--- config.mk ---
export PLATFORM = sky130hd
export DESIGN_NAME = utf8_code_point_decoder
export DESIGN_NICKNAME = d
export VERILOG_FILES = /design/src/rtl/core/utf8d_pkg.sv /design/src/rtl/core/utf8d_decode.sv /design/src/rtl/core/utf8_code_point_decoder.sv
export SDC_FILE = /design/constraint.sdc
export NUM_CORES = 1
export LEC_CHECK = 0
export BUFFER_PORTS_ARGS = -buffer_cell sky130_fd_sc_hd__buf_2
export CAP_MARGIN = 20
export CORE_UTILIZATION = 50
export DETAILED_ROUTE_END_ITERATION = 10
export PLACE_DENSITY = 0.79
export SYNTH_ARGS = -nofsm -noshare
export SYNTH_HDL_FRONTEND = slang
export SYNTH_SLANG_ARGS = --single-unit
--- constraint.sdc ---
create_clock -name clock -period 5.7 [get_ports clock]
set_clock_uncertainty 0.2 [all_clocks]
set_input_delay 0.855 -clock clock [delete_from_list [all_inputs] [get_ports clock]]
set_output_delay 0.855 -clock clock [all_outputs]
set_load 0.01 [all_outputs]
--- src/rtl/core/utf8d_pkg.sv ---
// Shared types, status codes and helpers for the UTF-8 code point decoder.
// No dependencies; imported by utf8d_decode and utf8_code_point_decoder.
`default_nettype none

package utf8d_pkg;

   localparam logic [1:0] ST_VALID   = 2'd0;
   localparam logic [1:0] ST_INVALID = 2'd1;
   localparam logic [1:0] ST_TRUNC   = 2'd2;
   localparam logic [1:0] ST_END     = 2'd3;

   localparam logic [20:0] REPLACEMENT = 21'h00FFFD;

   localparam int MaxResults = 2;

   typedef struct packed {
      logic [2:0]  exp_len;
      logic [2:0]  seen;
      logic [20:0] partial;
      logic        ended;
   } utf8d_state_type;

   typedef struct packed {
      logic [20:0] code_point;
      logic [1:0]  status;
      logic [31:0] start_offset;
      logic [2:0]  byte_count;
      logic        last;
   } utf8d_result_type;

   function automatic utf8d_result_type make_res(input logic [20:0] cp,
                                                 input logic [1:0]  st,
                                                 input logic [31:0] ofs,
                                                 input logic [2:0]  cnt,
                                                 input logic        lst);
      utf8d_result_type r;
      r.code_point   = cp;
      r.status       = st;
      r.start_offset = ofs;
      r.byte_count   = cnt;
      r.last         = lst;
      return r;
   endfunction

   // Shortest-form and upper-limit check for a finished sequence.
   function automatic logic in_range(input logic [2:0] len, input logic [20:0] v);
      logic ok;
      ok = 1'b0;
      case (len)
         3'd2: ok = (v >= 21'h000080) && (v <= 21'h0007FF);
         3'd3: ok = (v >= 21'h000800) && (v <= 21'h00FFFF);
         3'd4: ok = (v >= 21'h010000) && (v <= 21'h10FFFF);
         default: ok = 1'b0;
      endcase
      return ok;
   endfunction

endpackage

`default_nettype wire

--- src/rtl/core/utf8d_decode.sv ---
// Single-pass byte decoder: next state, next offset and up to two results.
// Depends on utf8d_pkg.
`default_nettype none

module utf8d_decode import utf8d_pkg::*; #(
   parameter int OFFSET_WIDTH = 32
) (
   input  logic [7:0]              data_byte,
   input  logic                    stream_end,
   input  utf8d_state_type         st,
   input  logic [OFFSET_WIDTH-1:0] ofs,
   output utf8d_state_type         st_nxt,
   output logic [OFFSET_WIDTH-1:0] ofs_nxt,
   output logic [1:0]              res_num,
   output utf8d_result_type        res0,
   output utf8d_result_type        res1
);

   function automatic logic [31:0] to32(input logic [OFFSET_WIDTH-1:0] v);
      logic [63:0] w;
      w = 64'(v);
      return w[31:0];
   endfunction

   logic                    is_open;
   logic                    is_cont;
   logic [20:0]             acc;
   logic [2:0]              seen_inc;
   logic [OFFSET_WIDTH-1:0] ofs_close;
   logic [OFFSET_WIDTH-1:0] ofs_full;
   logic [OFFSET_WIDTH-1:0] base;
   logic                    lead_emits;
   utf8d_result_type        lead_res;

   assign is_open   = (st.exp_len != 3'd0);
   assign is_cont   = (data_byte[7:6] == 2'b10);
   assign acc       = {st.partial[14:0], data_byte[5:0]};
   assign seen_inc  = st.seen + 3'd1;
   assign ofs_close = ofs + OFFSET_WIDTH'(st.seen);
   assign ofs_full  = ofs + OFFSET_WIDTH'(seen_inc);
   assign base      = is_open ? ofs_close : ofs;

   // Lead byte that completes at once: ASCII or an illegal lead.
   always_comb begin
      lead_emits = 1'b0;
      lead_res   = '0;
      if (!data_byte[7]) begin
         lead_emits = 1'b1;
         lead_res   = make_res({13'd0, data_byte}, ST_VALID, to32(base), 3'd1, 1'b1);
      end else if (data_byte[7:6] == 2'b10 || data_byte[7:3] == 5'b11111) begin
         lead_emits = 1'b1;
         lead_res   = make_res(REPLACEMENT, ST_INVALID, to32(base), 3'd1, 1'b1);
      end
   end

   always_comb begin
      st_nxt  = st;
      ofs_nxt = ofs;
      res_num = 2'd0;
      res0    = '0;
      res1    = '0;
      if (st.ended) begin
         res_num = 2'd0;
      end else if (stream_end) begin
         if (is_open) begin
            res0    = make_res(REPLACEMENT, ST_TRUNC, to32(ofs), st.seen, 1'b0);
            res1    = make_res(REPLACEMENT, ST_END, to32(ofs_close), 3'd0, 1'b1);
            res_num = 2'd2;
         end else begin
            res0    = make_res(REPLACEMENT, ST_END, to32(ofs), 3'd0, 1'b1);
            res_num = 2'd1;
         end
         st_nxt       = '0;
         st_nxt.ended = 1'b1;
         ofs_nxt      = ofs_close;
      end else if (is_open && is_cont) begin
         st_nxt.partial = acc;
         st_nxt.seen    = seen_inc;
         if (seen_inc >= st.exp_len) begin
            if (in_range(st.exp_len, acc)) begin
               res0 = make_res(acc, ST_VALID, to32(ofs), seen_inc, 1'b1);
            end else begin
               res0 = make_res(REPLACEMENT, ST_INVALID, to32(ofs), seen_inc, 1'b1);
            end
            res_num = 2'd1;
            st_nxt  = '0;
            ofs_nxt = ofs_full;
         end
      end else begin
         // Close a broken sequence, then treat this byte as a lead byte.
         if (is_open) begin
            res0    = make_res(REPLACEMENT, ST_INVALID, to32(ofs), st.seen, 1'b0);
            res_num = 2'd1;
         end
         st_nxt  = '0;
         ofs_nxt = base;
         if (lead_emits) begin
            ofs_nxt = base + OFFSET_WIDTH'(1);
            if (is_open) begin
               res1    = lead_res;
               res_num = 2'd2;
            end else begin
               res0    = lead_res;
               res_num = 2'd1;
            end
         end else begin
            res0.last   = 1'b1;
            st_nxt.seen = 3'd1;
            if (data_byte[7:5] == 3'b110) begin
               st_nxt.exp_len = 3'd2;
               st_nxt.partial = {16'd0, data_byte[4:0]};
            end else if (data_byte[7:4] == 4'b1110) begin
               st_nxt.exp_len = 3'd3;
               st_nxt.partial = {17'd0, data_byte[3:0]};
            end else begin
               st_nxt.exp_len = 3'd4;
               st_nxt.partial = {18'd0, data_byte[2:0]};
            end
         end
      end
   end

endmodule

`default_nettype wire

--- src/rtl/core/utf8_code_point_decoder.sv ---
// Top level of the UTF-8 code point decoder: request stage, decode, result queue.
// Depends on utf8d_pkg and utf8d_decode.
`default_nettype none

// One stream byte enters per request; an end request (req_stream_end high) closes the
// stream. Each request gives zero, one or two results: a code point with its start
// offset and byte count, or U+FFFD with an error status (invalid, truncated at end,
// end of stream). rsp_last marks the final result of a request. A request is
// registered, decoded combinationally and its results are pushed into a four-entry
// result queue. The block takes one request per cycle as long as the queue has room
// for two results; the result side drains one result per cycle while rsp_ready is
// high. Requests after the end of stream are taken and dropped.
// Offsets count modulo 2^OFFSET_WIDTH and are shown in the low 32 bits.
module utf8_code_point_decoder import utf8d_pkg::*; #(
   parameter int OFFSET_WIDTH = 32
) (
   input  logic        clock,
   input  logic        reset,
   input  logic        req_valid,
   output logic        req_ready,
   input  logic [7:0]  req_data_byte,
   input  logic        req_stream_end,
   output logic        rsp_valid,
   input  logic        rsp_ready,
   output logic [20:0] rsp_code_point,
   output logic [1:0]  rsp_status,
   output logic [31:0] rsp_start_offset,
   output logic [2:0]  rsp_byte_count,
   output logic        rsp_last
);

   localparam int QDepth = 4;

   // Request stage
   logic       stg_valid_ff, stg_valid_in;
   logic [7:0] stg_byte_ff, stg_byte_in;
   logic       stg_end_ff, stg_end_in;
   logic       stg_go;

   // Decoder state
   utf8d_state_type         st_ff, st_in;
   logic [OFFSET_WIDTH-1:0] ofs_ff, ofs_in;

   // Result queue
   utf8d_result_type q_ff [QDepth];
   logic [1:0]       wr_ptr_ff, wr_ptr_in;
   logic [1:0]       rd_ptr_ff, rd_ptr_in;
   logic [2:0]       cnt_ff, cnt_in;
   logic             pop;

   utf8d_state_type         dec_st;
   logic [OFFSET_WIDTH-1:0] dec_ofs;
   logic [1:0]              dec_num;
   utf8d_result_type        dec_r0, dec_r1;
   utf8d_result_type        head;

   utf8d_decode #(
      .OFFSET_WIDTH(OFFSET_WIDTH)
   ) u_decode (
      .data_byte  (stg_byte_ff),
      .stream_end (stg_end_ff),
      .st         (st_ff),
      .ofs        (ofs_ff),
      .st_nxt     (dec_st),
      .ofs_nxt    (dec_ofs),
      .res_num    (dec_num),
      .res0       (dec_r0),
      .res1       (dec_r1)
   );

   // Advance the staged request only when the queue can absorb a worst-case request.
   assign stg_go    = stg_valid_ff && (cnt_ff <= 3'(QDepth - MaxResults));
   assign req_ready = !stg_valid_ff || stg_go;

   always_comb begin
      stg_valid_in = stg_valid_ff;
      stg_byte_in  = stg_byte_ff;
      stg_end_in   = stg_end_ff;
      if (req_ready) begin
         stg_valid_in = req_valid;
         stg_byte_in  = req_data_byte;
         stg_end_in   = req_stream_end;
      end
   end

   assign st_in  = stg_go ? dec_st  : st_ff;
   assign ofs_in = stg_go ? dec_ofs : ofs_ff;

   // Result side: head of the queue drives the ports.
   assign head             = q_ff[rd_ptr_ff];
   assign rsp_valid        = (cnt_ff != 3'd0);
   assign rsp_code_point   = head.code_point;
   assign rsp_status       = head.status;
   assign rsp_start_offset = head.start_offset;
   assign rsp_byte_count   = head.byte_count;
   assign rsp_last         = head.last;
   assign pop              = rsp_valid && rsp_ready;

   always_comb begin
      wr_ptr_in = wr_ptr_ff;
      rd_ptr_in = rd_ptr_ff;
      cnt_in    = cnt_ff;
      if (stg_go) begin
         wr_ptr_in = wr_ptr_ff + dec_num;
         cnt_in    = cnt_in + {1'b0, dec_num};
      end
      if (pop) begin
         rd_ptr_in = rd_ptr_ff + 2'd1;
         cnt_in    = cnt_in - 3'd1;
      end
   end

   // Hold payload; no reset needed on queue contents or staged byte.
   always_ff @(posedge clock) begin
      stg_byte_ff <= stg_byte_in;
      stg_end_ff  <= stg_end_in;
      if (stg_go && dec_num != 2'd0) begin
         q_ff[wr_ptr_ff] <= dec_r0;
      end
      if (stg_go && dec_num == 2'd2) begin
         q_ff[wr_ptr_ff + 2'd1] <= dec_r1;
      end
   end

   always_ff @(posedge clock) begin
      if (reset) begin
         stg_valid_ff <= 1'b0;
         st_ff        <= '0;
         ofs_ff       <= '0;
         wr_ptr_ff    <= '0;
         rd_ptr_ff    <= '0;
         cnt_ff       <= '0;
      end else begin
         stg_valid_ff <= stg_valid_in;
         st_ff        <= st_in;
         ofs_ff       <= ofs_in;
         wr_ptr_ff    <= wr_ptr_in;
         rd_ptr_ff    <= rd_ptr_in;
         cnt_ff       <= cnt_in;
      end
   end

`ifndef SYNTHESIS
   a_q_bound: assert property (@(posedge clock) disable iff (reset)
      cnt_ff <= 3'(QDepth))
      else $error("result queue overflow");

   a_open_seen: assert property (@(posedge clock) disable iff (reset)
      (st_ff.exp_len == 3'd0) == (st_ff.seen == 3'd0))
      else $error("open sequence and byte count disagree");

   a_ended_sticky: assert property (@(posedge clock) disable iff (reset)
      st_ff.ended |=> st_ff.ended)
      else $error("end of stream flag cleared");

   a_end_reports: assert property (@(posedge clock) disable iff (reset)
      (stg_go && stg_end_ff && !st_ff.ended) |-> (dec_num != 2'd0))
      else $error("end of stream produced no result");

   a_err_repl: assert property (@(posedge clock) disable iff (reset)
      (rsp_valid && rsp_status != ST_VALID) |-> (rsp_code_point == REPLACEMENT))
      else $error("error result without replacement character");
`endif

endmodule

`default_nettype wire

==> results.yml <==
status:
  status: "complete, no violations"
power_and_ir_drop:
  peakVddDrop_v: 0.000298
  powerDensity_nw_per_um2: 326
  seqPwrFrac: 0.423
  internal_power_mw: 4.51
  netSwitchingPower_mw: 1.98
  switching_share: 0.305
  p_leak_nw: 6.54
  pwr-share-clk: 0.357
  p_comb_frac: 0.219
  power_mw: 6.49
clock_tree:
  clock-sinks: 309
  clkTransAtPathRegs_ns: 0.06
  numCtsBuffers: 34
  cts_tree: "done"
  h-tree-depth: 2
  cts_hold_buf: 0
  post_cts_buffers: 0
  cts_root_buf: "clkbuf_16"
  cts_resized: 0
  clk_latency_ns: 0.55
  clockBufferDepth: 3
synthesis:
  syn_inst: 1854
  ys_seq_elements: 309
  synth_edf_count: 217
  synthArstFlopShare: 0
  ys.flop_type: "edfxtp_1"
  ys_top_cells_by_area: "edfxtp_1 36%, dfxtp_1 10%, mux4_2 7.4%"
  ys_types: 77
  synth_top_area_cell: "edfxtp_1"
  synth_top_cell_area_share: 0.365
  syn-mean-instance-area_um2: 9.63
  ys_seq_area_frac: 0.468
  yosys_warnings: 0
  syn-num-nets: 1886
  syn_area_um2: 17900
grt:
  track_usage: 0.310
  grt-ovfl-total: 0
  grt_start_max_net_pins: 58
  grt_pass1_vias: 14955
  antenna_found_initial: 2
  grt_pass1_wl_um: 87100
detailed_routing:
  wl_um: 56900
  drc_errors: 0
  vias: 16184
  ant_nets: 0
  vias_per_cell: 6.93
  first_pass_iters: 6
  wl_per_cell_um: 24.3
  drtIter0Drc: 2462
worst_setup_path:
  crit_buf_inv: 3
  critPathCaptureType: "register"
  crit_fanout: 47
  worst-path-stages: 12
  worstSetupEndpoint: "q_ff[0][35]"
  r2r_start: "stg_byte_ff[7]"
  crit_family: "simple AND/OR/NAND/NOR gates"
  cp_cell_sequence: "nand2_1 -> nor2b_1 -> clkinv_1 -> ha_1 -> nand3_1 -> nor2b_1 -> nor2_1 -> o21ai_0 -> nand2b_1 -> buf_4 -> nand2_2 -> buf_4"
  rr_endpoint: "q_ff[0][35]"
  start_kind: "register"
  critPathMaxStageDelay_ns: 0.58
  cp-startpoint: "stg_byte_ff[7]"
  ff2ff_path_depth: 12
  rrSetupSlack_ns: 0.76
  arrival_ns: 4.91
  crit_path_top_delay_cell: "edfxtp_1"
  required_ns: 5.66
  critPathKind: "register to register"
worst_hold_path:
  min-delay-path-class: "register to register"
sta:
  finalHoldWorstSlack_ns: 0.254
  max_slew_margin: 0.218
  max_freq_ghz: 0.202
  fin_tns_setup_ns: 0
  slew_violations: 0
  rsz0062_at_grt: "no"
  min_period_ns: 4.94
  min_period_over_period: 0.867
  timing.final.hold_violations: 0
  worst_pin_slew_ns: 1.16
  finalSetupViolCount: 0
placement:
  dpl.cell_count: 2276
  hpwl_um: 38500
  globalplace.congestion: 1.02
  port_buffers: 73
floorplanning:
  die_area_um2: 36500
  core_um2: 34800
  fp.dieH_um: 191
  die_w_um: 191
  ios: 74
  num_rows: 68
  initial_utilization: 0.513
final_layout:
  layout-drive-gt1-share: 0.145
  area_delta_synth_final_pct: 11.4
  fin_cells: 2337
  antenna_cells: 0
  final_cell_mix: "217 x edfxtp_1, 216 x nand2_1, 192 x o21ai_0"
  nNetsFinal: 1891
  final_common_cell: "edfxtp_1"
job:
  maxCapViolCount: 0
-- layer usage --
layer / up-vias / track usage / wire (µm)
met5: - / 0 / 20
met4: 4 / 0.122 / 1830
met3: 140 / 0.0608 / 7030
met2: 1208 / 0.467 / 25500
met1: 7785 / 0.440 / 22500
li1: 7047 / - / -
-- how the worst min path moves through the flow --
stage                      startpoint           to  slack (ns)  depth (start not counted)
after global routing       q_ff[1][3]   q_ff[1][3]        0.27                          2
after CTS                  q_ff[3][3]   q_ff[3][3]        0.26                          2
after global placement    q_ff[2][58]  q_ff[2][58]        0.24                          2
after detailed placement   q_ff[3][3]   q_ff[3][3]        0.25                          2
after floorplan           q_ff[2][58]  q_ff[2][58]        0.23                          2
final                      q_ff[1][3]   q_ff[1][3]        0.25                          2
-- cells in the mapped netlist, drive strengths merged, types with 17 or more instances --
cell	count
a21oi	130
a32o	49
buf	17
clkbuf	148
dfxtp	92
edfxtp	217
inv	25
mux4	59
nand2	220
nand3	45
nand4	22
nor2	184
nor3	39
nor4	22
o21ai	194
o22ai	57
o31ai	43
or3	25
xnor2	30
xor2	25
-- power by group through the flow --
stage / clock network [mW] / registers, mW / logic (mW)
floorplan: 0 / 2.62 / 1.05
global placement: 0 / 2.78 / 1.38
detailed placement: 0 / 2.79 / 1.40
CTS: 2.34 / 2.75 / 1.40
global route: 2.41 / 2.77 / 1.53
finish: 2.32 / 2.75 / 1.42
-- stage by stage --
step	worst slack, ns	instance area (µm²)	util
floorplan	1.03	17900	-
global placement	1.10	18700	0.537
detailed placement	0.990	18700	0.537
CTS	0.960	19900	0.571
global route	0.408	19900	0.572
finish	0.757	19900	0.572
-- kinds of logic (layout without fill, tap and decap cells) --
kind of cell             after synthesis  count (layout)  synth area share
XOR/XNOR                              55              55            0.0270
buffers and inverters                191             219            0.0410
AO/OA/AOI/OAI                        584             584             0.208
flip-flops                           309             309             0.468
multiplexers                          67              67            0.0790
AND/OR/NAND/NOR                      629             629             0.162
adder cells (fa/ha/maj)               19              19            0.0146
-- sequential cells by signal, indices dropped and copies added (netlist names), named ones only --
signal,cells
q_ff,236
stg_valid_ff,1
stg_end_ff,1
cnt_ff,3
wr_ptr_ff,2
st_ff,22
ofs_ff,32
rd_ptr_ff,2
stg_byte_ff,8
-- final cells by class --
| class | count | area (µm²) |
|---|---|---|
| Tap cell | 455 | 569 |
| Multi-Input combinational cell | 1354 | 8860 |
| Clock buffer | 42 | 881 |
| Sequential cell | 309 | 8360 |
| Fill cell | 2910 | 14900 |
| Inverter | 26 | 97.6 |
| Timing Repair Buffer | 134 | 833 |
| Clock inverter | 17 | 295 |
-- worst min-delay path, stage by stage (launching register included) --
cell,delay [ns]
dfxtp_1,0.31
nand2_1,0.05
a21oi_1,0.05
No activity file was read; power rests on OpenSTA's default activity.
